$ cat src/rtl/rnn_pkg.sv
package rnn_pkg;

   // Sizes of the stores and the fixed-point format.
   localparam int MAX_IN    = 32;
   localparam int MAX_HID   = 32;
   localparam int MAX_OUT   = 16;
   localparam int FRAC_BITS = 12;
   localparam int IN_W      = $clog2(MAX_IN);
   localparam int HID_W     = $clog2(MAX_HID);
   localparam int OUT_W     = $clog2(MAX_OUT);
   localparam int ACC_W     = 40;
   localparam int LUT_DEPTH = 256;

   // Activation codes.
   typedef enum logic [1:0] {
      ACT_LINEAR  = 2'd0,
      ACT_SIGMOID = 2'd1,
      ACT_TANH    = 2'd2,
      ACT_RELU    = 2'd3
   } act_type;

   // Target stores of a parameter write.
   typedef enum logic [2:0] {
      SEL_WX = 3'd0,
      SEL_WH = 3'd1,
      SEL_WY = 3'd2,
      SEL_BH = 3'd3,
      SEL_BY = 3'd4,
      SEL_H0 = 3'd5
   } sel_type;

   // Register indexes of the configuration port.
   typedef enum logic [2:0] {
      REG_ACT_HIDDEN = 3'd0,
      REG_ACT_OUTPUT = 3'd1,
      REG_IN_LEN     = 3'd2,
      REG_HID_LEN    = 3'd3,
      REG_OUT_LEN    = 3'd4
   } reg_idx_type;

   // Controller states.
   typedef enum logic [2:0] {
      ST_IDLE,
      ST_HID_MAC,
      ST_HID_DRAIN,
      ST_OUT_WAIT,
      ST_OUT_MAC,
      ST_FINISH
   } state_type;

   // Commands from the controller to the datapath.
   typedef struct packed {
      logic             req_fire;
      logic             mac_en;
      logic             out_phase;
      logic             src_x;
      logic [HID_W-1:0] row;
      logic [HID_W-1:0] col;
      logic             first;
      logic             last;
      logic             row_last;
   } dp_cmd_type;

   // Status from the datapath to the controller.
   typedef struct packed {
      logic busy;
      logic rsp_full;
   } dp_stat_type;

   typedef logic signed [15:0] lut_type [LUT_DEPTH];

   // Unsigned restoring division, used only while the constant tables are built.
   function automatic logic [63:0] udiv(input logic [63:0] num, input logic [63:0] den);
      logic [63:0] quo;
      logic [63:0] rem;
      quo = '0;
      rem = '0;
      for (int i = 63; i >= 0; i--) begin
         rem = {rem[62:0], num[i]};
         if (rem >= den) begin
            rem    = rem - den;
            quo[i] = 1'b1;
         end
      end
      return quo;
   endfunction

   // Builds the sigmoid table (tanh_sel low) or the tanh table (tanh_sel high).
   function automatic lut_type build_lut(input logic tanh_sel);
      lut_type     res;
      logic [63:0] q30;
      logic [63:0] t;
      logic [63:0] term;
      logic [63:0] e1;
      logic [63:0] ek [LUT_DEPTH+1];
      logic [63:0] den;
      logic [63:0] val;
      int          s;
      int          a;
      q30  = 64'd1 << 30;
      t    = 64'd1 << (38 - FRAC_BITS);
      term = q30;
      e1   = q30;
      for (int n = 1; n <= 16; n++) begin
         term = udiv((term * t) >> 30, 64'(n));
         if ((n % 2) == 1) e1 = e1 - term;
         else e1 = e1 + term;
      end
      ek[0] = q30;
      for (int k = 1; k <= LUT_DEPTH; k++) begin
         ek[k] = (ek[k-1] * e1 + (64'd1 << 29)) >> 30;
      end
      for (int i = 0; i < LUT_DEPTH; i++) begin
         s = (i < LUT_DEPTH / 2) ? i : i - LUT_DEPTH;
         a = (s < 0) ? -s : s;
         if (!tanh_sel) begin
            den = q30 + ek[a];
            val = udiv((64'd1 << (FRAC_BITS + 30)) + (den >> 1), den);
            if (s < 0) val = (64'd1 << FRAC_BITS) - val;
         end else begin
            den = q30 + ek[2*a];
            val = udiv(((q30 - ek[2*a]) << FRAC_BITS) + (den >> 1), den);
            if (s < 0) val = -val;
         end
         res[i] = val[15:0];
      end
      return res;
   endfunction

   localparam lut_type SIG_LUT  = build_lut(1'b0);
   localparam lut_type TANH_LUT = build_lut(1'b1);

endpackage

$ cat src/rtl/rnn_ctrl.sv
module rnn_ctrl (
   input  logic                     clock,
   input  logic                     reset,
   input  logic                     req_tvalid,
   input  logic                     req_func,
   input  logic                     req_last,
   input  logic [5:0]               num_in,
   input  logic [5:0]               num_hid,
   input  logic [4:0]               num_out,
   input  rnn_pkg::dp_stat_type     stat,
   output logic                     req_tready,
   output rnn_pkg::dp_cmd_type      cmd
);
   import rnn_pkg::*;

   state_type        state_ff, state_in;
   logic [HID_W-1:0] j_ff, j_in;
   logic [HID_W-1:0] k_ff, k_in;
   logic             src_x_ff, src_x_in;
   logic             k_end_x, k_end_h, j_end_h, j_end_o;

   // End-of-loop flags for the row and column counters.
   assign k_end_x = ({1'b0, k_ff} == num_in - 6'd1);
   assign k_end_h = ({1'b0, k_ff} == num_hid - 6'd1);
   assign j_end_h = ({1'b0, j_ff} == num_hid - 6'd1);
   assign j_end_o = ({1'b0, j_ff} == {1'b0, num_out} - 6'd1);

   // State and counter registers.
   always_ff @(posedge clock) begin
      if (reset) begin
         state_ff <= ST_IDLE;
         j_ff     <= '0;
         k_ff     <= '0;
         src_x_ff <= 1'b1;
      end else begin
         state_ff <= state_in;
         j_ff     <= j_in;
         k_ff     <= k_in;
         src_x_ff <= src_x_in;
      end
   end

   // Next state and commands.
   always_comb begin
      state_in     = state_ff;
      j_in         = j_ff;
      k_in         = k_ff;
      src_x_in     = src_x_ff;
      req_tready   = 1'b0;
      cmd          = '0;
      cmd.row      = j_ff;
      cmd.col      = k_ff;
      unique case (state_ff)
         ST_IDLE: begin
            req_tready   = 1'b1;
            cmd.req_fire = req_tvalid;
            if (req_tvalid && req_func && req_last) begin
               state_in = ST_HID_MAC;
               j_in     = '0;
               k_in     = '0;
               src_x_in = 1'b1;
            end
         end
         ST_HID_MAC: begin
            // One product per cycle: the x part of the row, then the recurrent part.
            cmd.mac_en = 1'b1;
            cmd.src_x  = src_x_ff;
            cmd.first  = src_x_ff && (k_ff == '0);
            cmd.last   = !src_x_ff && k_end_h;
            if (src_x_ff) begin
               if (k_end_x) begin
                  k_in     = '0;
                  src_x_in = 1'b0;
               end else begin
                  k_in = k_ff + 1'b1;
               end
            end else if (k_end_h) begin
               k_in     = '0;
               src_x_in = 1'b1;
               j_in     = j_ff + 1'b1;
               if (j_end_h) begin
                  state_in = ST_HID_DRAIN;
               end
            end else begin
               k_in = k_ff + 1'b1;
            end
         end
         ST_HID_DRAIN: begin
            j_in = '0;
            k_in = '0;
            if (!stat.busy) begin
               state_in = ST_OUT_WAIT;
            end
         end
         ST_OUT_WAIT: begin
            k_in = '0;
            if (!stat.busy && !stat.rsp_full) begin
               state_in = ST_OUT_MAC;
            end
         end
         ST_OUT_MAC: begin
            cmd.mac_en    = 1'b1;
            cmd.out_phase = 1'b1;
            cmd.first     = (k_ff == '0);
            cmd.last      = k_end_h;
            cmd.row_last  = j_end_o;
            if (k_end_h) begin
               k_in = '0;
               if (j_end_o) begin
                  state_in = ST_FINISH;
               end else begin
                  j_in     = j_ff + 1'b1;
                  state_in = ST_OUT_WAIT;
               end
            end else begin
               k_in = k_ff + 1'b1;
            end
         end
         ST_FINISH: begin
            if (!stat.busy) begin
               state_in = ST_IDLE;
            end
         end
         default: begin
            state_in = ST_IDLE;
         end
      endcase
   end

endmodule

$ cat config.mk
export PLATFORM = sky130hd
export DESIGN_NAME = rnn_ctrl
export DESIGN_NICKNAME = d
export VERILOG_FILES = /design/src/rtl/rnn_pkg.sv /design/src/rtl/rnn_ctrl.sv
export SDC_FILE = /design/constraint.sdc
export NUM_CORES = 1
export LEC_CHECK = 0
export CAP_MARGIN = 10
export CORE_ASPECT_RATIO = 0.75
export CORE_UTILIZATION = 25
export DETAILED_ROUTE_END_ITERATION = 10
export DONT_BUFFER_PORTS = 1
export SLEW_MARGIN = 20
export SYNTH_ARGS = -nofsm -noshare
export SYNTH_HDL_FRONTEND = slang
export SYNTH_SLANG_ARGS = --single-unit
$ cat constraint.sdc
create_clock -name clock -period 5 [get_ports clock]
set_input_delay 0.25 -clock clock [delete_from_list [all_inputs] [get_ports clock]]
set_output_delay 0.25 -clock clock [all_outputs]
set_load 0.03 [all_outputs]
======== Word level (Yosys, flattened, before mapping) ========
Index checks and enable logic that the tools add are counted.
word-level totals
  flip-flop bits (word level) ............. 14
  bits of input ports ..................... 24
  output and inout bits ................... 18
  word-level logic and storage cells ...... 78
operators by class
  reductions and logical operators ........ 19
  $add $sub $neg .......................... 5
  multiplexer cells ....................... 32
  equal/unequal tests ..................... 18
operator list
  kind                                                  count
  two-way mux 5 bit                                     8
  one-hot mux 5 bit (4 select lines)                    2
  two-way mux 3 bit                                     9
  equality test 5 x 6 -> 1 bit                          4
  inequality test 2 bit (second input constant)         9
  one-hot mux 3 bit (6 select lines)                    1
  subtractor 6 x 1 -> 6 bit (second input constant)     2
  adder 5 x 1 -> 5 bit (second input constant)          2
  two-way mux 1 bit                                     10
  AND reduction 8 bit                                   1
  nonzero test 4 bit                                    2
  equality test 3 x 2 -> 1 bit (second input constant)  2
  equality test 3 bit (second input constant)           2
  AND reduction 6 bit                                   1
  subtractor 5 x 1 -> 6 bit (second input constant)     1
  logical AND 1 bit                                     5
  logical NOT 5 bit                                     1
  one-hot mux 2 bit (2 select lines)                    1
  AND reduction 2 bit                                   2
  OR reduction 2 bit                                    2
  equality test 3 x 1 -> 1 bit (second input constant)  1
  logical NOT 1 bit                                     3
  logical NOT 3 bit                                     1
  one-hot mux 1 bit (2 select lines)                    1
  nonzero test 2 bit                                    1

======== Depth between registers and ports, before layout ========
  depth after elaboration ................. 6
  depth in mapped cells ................... 9

======== Worst setup path after synthesis ========
Ideal clock, no wire load.
  path kind ............................... input-to-output
  start point ............................. input num_hid[0]
  end point ............................... output cmd[1] in the netlist's numbering
  required time ........................... 4.750 ns
  setup slack ............................. 2.784 ns
  arrival time ............................ 1.966 ns
  stages .................................. 8
  cells stage by stage .................... buf_6 -> inv_1 -> ha_1 -> xor2_1 -> xor2_1 -> nor4_4 -> nand2_1 -> nor2_1
RTL lines
  what             line            RTL
  start, declared  rnn_ctrl.sv:8   input logic [5:0] num_hid,
  end, declared    rnn_ctrl.sv:12  output rnn_pkg::dp_cmd_type cmd

==> results_tabular.tex <==
\begin{tabular}{lr}
\hline
Metric & Value \\
\hline
\multicolumn{2}{l}{\textbf{Routing}} \\
Routed wire per std cell & approximately 14 µm \\
Final wirelength & 4100 µm \\
Via count normalized by instance count & 5.34 \\
Post-route antenna net violation count & 0 \\
Initial detailed-routing violation count & approximately 180 \\
Routed via count & 1555 \\
Remaining routing DRC violations & 0 \\
First-pass iteration count of the detailed router & 4 \\
\multicolumn{2}{l}{\textbf{Cells and area}} \\
Number of nets in the layout & 241 \\
Fraction of final layout cells with drive strength greater than 1 & 7.62\% \\
Count of inserted antenna diode cells & 0 \\
Finished Core Util & 27.4\% \\
Layout area overhead & 5.61\% \\
\multicolumn{2}{l}{\textbf{Timing}} \\
Final clock skew & around 7.3 ps \\
Final-layout worst hold slack & 57.6 ps \\
Minimum period implied by the final worst setup slack & 2640 ps \\
Setup Viol. Count Final & 0 \\
Slew at the pin closest to its max-slew limit & roughly 1100 ps \\
RSZ-0062 raised after global routing & false \\
Share of the clock period used by the worst path after layout & 52.8\% \\
Final count of pins violating max slew & 0 \\
Max frequency & 379 MHz \\
Worst max-slew margin expressed relative to the limit & 28.6\% \\
Aggregate negative setup slack & 0 ps \\
Hold Vio Cnt, Final & 0 \\
\multicolumn{2}{l}{\textbf{Global routing}} \\
Wire length of the first global-routing pass & between 6000 and 7000 µm \\
Pin count of the biggest net entering global routing & 15 \\
Overall global routing resource usage & 12.7\% \\
Sum of overflow across all layers after global routing & 0 \\
Initial antenna violation count & 0 \\
Number of global-route vias before repair & 1393 \\
\multicolumn{2}{l}{\textbf{Run}} \\
Max-cap violation count & 0 \\
\multicolumn{2}{l}{\textbf{Setup path}} \\
Critical Path Start Type & register \\
Required time of the critical path & 4750 ps \\
Start-to-end type of the worst setup path & register to output port \\
CP arrival & 2390 ps \\
Largest driver fanout on the critical path & 8 \\
Type of destination of the critical path & output port \\
\multicolumn{2}{l}{\textbf{Synthesis}} \\
Post-Synthesis Cell Area & 0.00163 mm² \\
Number of library cell types mapped by synthesis & 57 \\
Share of the synthesized area in the top cell type & around 17\% \\
Ys Warns & 0 \\
Avg Inst Size Synth & about 7.5 µm² \\
Count of mapped cells out of synthesis & 216 \\
Number of synthesized flops with an enable pin & 0 \\
Main area contributors after synthesis & sky130\_fd\_sc\_hd\_\_dfxtp\_1 17\%, sky130\_fd\_sc\_hd\_\_xnor2\_1 8.1\%, sky130\_fd\_sc\_hd\_\_nand2\_1 5.3\%, sky130\_fd\_sc\_hd\_\_ha\_1 4.6\%, sky130\_fd\_sc\_hd\_\_xor2\_1 4.3\% \\
Syn\_nets & 246 \\
Main flop type after synthesis & sky130\_fd\_sc\_hd\_\_dfxtp\_1 \\
FF+latch count, synth & 14 \\
Post-synthesis sequential area ratio & 17.2\% \\
Async S/R FF share, synth & 0\% \\
Post-synthesis cell type with the largest combined area & sky130\_fd\_sc\_hd\_\_dfxtp\_1 \\
\multicolumn{2}{l}{\textbf{Worst hold path}} \\
Worst hold-check path type & input pin to register \\
\multicolumn{2}{l}{\textbf{Clocking}} \\
Longest Clk Path Bufs & 2 \\
Postcts setup bufs & 0 \\
Post-CTS Resized & 0 \\
Number of buffers created by CTS & 3 \\
Count of H-tree levels built during CTS & 1 \\
TritonCTS clock tree & built \\
Clock latency on the worst-skew pair & $\sim$250 ps \\
Number of clock sinks seen by CTS & 14 \\
Clock transition at the register clock pins on the worst setup and hold paths after CTS & 70 ps \\
Cell chosen for the clock root & sky130\_fd\_sc\_hd\_\_clkbuf\_8 \\
Number of buffers added to fix hold violations after cts & 0 \\
\multicolumn{2}{l}{\textbf{Power and ir drop}} \\
Leakage power & $\sim$0.60 nW \\
Areal power density over the cells & $\sim$280 mW/mm² \\
Maximum vdd drop & 0.151 mV \\
\multicolumn{2}{l}{\textbf{Floorplanning}} \\
Starting Density & 25.9\% \\
Num rows & 25 \\
Height of the die & 71.9 µm \\
Die X & 95.2 µm \\
Count of pins on the block boundary & 42 \\
Standard cell core area & 0.00629 mm² \\
Area of the die & just under 0.007 mm² \\
\multicolumn{2}{l}{\textbf{Placed design}} \\
Final weighted congestion in routability-driven placement & 0.838 \\
Number of buffers inserted by port buffering & 0 \\
Estimated wirelength of the detail-placed design & 3270 µm \\
\multicolumn{2}{l}{\textbf{Outcome}} \\
Status & completed \\
\hline
\end{tabular}
metrics by stage:
step	instances	total power, W	instance area [µm²]	setup WS, ps
2_1_floorplan	216	0.000339	1630	2780
6_report	291	0.000480	1720	2360
5_1_grt	291	0.000516	1720	2200
4_1_cts	291	0.000483	1720	2330
3_3_place_gp	287	0.000369	1670	2620
3_5_place_dp	287	0.000367	1670	2610
path summary, 6_finish.rpt:
path	startpoint	end	slack [ps]	cells past startpoint
worst min register to register	src_x_ff$_SDFFE_PP1P_	src_x_ff$_SDFFE_PP1P_	560	1
worst max register to register	k_ff[0]$_SDFFE_PP0P_	k_ff[4]$_SDFFE_PP0P_	2640	5
worst min-delay path	reset	state_ff[0]$_SDFFE_PP0P_	60	1
worst max-delay path	k_ff[0]$_SDFFE_PP0P_	cmd[1]	2360	4
cell usage after synthesis (all sizes together), types with 5 or more instances:
| master | count |
|---|---|
| inv | 16 |
| ha | 6 |
| xnor2 | 15 |
| nor2 | 12 |
| a21oi | 14 |
| nor3 | 10 |
| xor2 | 8 |
| nand2b | 5 |
| clkbuf | 5 |
| and2 | 7 |
| dfxtp | 14 |
| nand2 | 23 |
| o211ai | 5 |
| o21ai | 8 |
| nand3 | 8 |
kinds of logic (layout without fill, tap and decap cells):
| group | count (synthesis) | after routing | synth area share, % |
|---|---|---|---|
| compound gates | 52 | 52 | 23.7 |
| flops | 14 | 14 | 17.2 |
| fa+ha+maj | 6 | 6 | 4.61 |
| xor+xnor | 23 | 23 | 12.4 |
| buf+inv | 26 | 20 | 7.68 |
| simple gates | 91 | 91 | 32.0 |
| mux | 4 | 4 | 2.53 |
final cells by class:
type                            count  area [µm²]
Sequential cell                    14         280
Multi-Input combinational cell    176        1220
Fill cell                         689        4570
Inverter                           16        60.1
Clock buffer                        4        55.1
Tap cell                           81         101
flip-flops by register name, summed over array words and instances (netlist names):
name      flops
state_ff      3
k_ff          5
src_x_ff      1
j_ff          5
cell usage in the layout (no fill, tap or decap), types with 2 or more instances in the layout:
cell                        n
sky130_fd_sc_hd__nand2_1   23
sky130_fd_sc_hd__inv_1     16
sky130_fd_sc_hd__xnor2_1   15
sky130_fd_sc_hd__dfxtp_1   14
sky130_fd_sc_hd__a21oi_1   13
sky130_fd_sc_hd__nor2_1    12
sky130_fd_sc_hd__nor3_1    10
sky130_fd_sc_hd__xor2_1     8
sky130_fd_sc_hd__o21ai_0    8
sky130_fd_sc_hd__nand3_1    8
sky130_fd_sc_hd__and2_1     6
sky130_fd_sc_hd__ha_1       6
sky130_fd_sc_hd__nand2b_1   5
sky130_fd_sc_hd__o211ai_1   4
sky130_fd_sc_hd__clkbuf_8   4
sky130_fd_sc_hd__nor3b_1    3
sky130_fd_sc_hd__or3_1      3
sky130_fd_sc_hd__a211oi_1   3
sky130_fd_sc_hd__mux2i_1    3
sky130_fd_sc_hd__o32ai_1    3
sky130_fd_sc_hd__or4_1      2
sky130_fd_sc_hd__nor4b_1    2
sky130_fd_sc_hd__o31a_1     2
sky130_fd_sc_hd__nor4_1     2
sky130_fd_sc_hd__nand4_1    2
sky130_fd_sc_hd__a31oi_1    2
sky130_fd_sc_hd__a311oi_1   2
sky130_fd_sc_hd__o31ai_1    2
sky130_fd_sc_hd__o22ai_1    2
power by group:
part	internal (W)	switching [W]	total [W]
sequential	0.000120	0.0000347	0.000155
clock	0.0000698	0.0000456	0.000115
combinational	0.0000777	0.000131	0.000209
worst max-delay path: stages (launching register included):
cell	delay (ps)
sky130_fd_sc_hd__dfxtp_1	690
sky130_fd_sc_hd__xnor2_1	200
sky130_fd_sc_hd__nor4_4	580
sky130_fd_sc_hd__nand2_1	170
sky130_fd_sc_hd__nor2_1	500
per-layer routing:
metal	GRT usage [%]	wire, µm
met4	2.36	23
met3	3.67	285
met1	17.6	1900
met5	0	0
met2	19.4	1890
(Power assumes the default switching activity.)
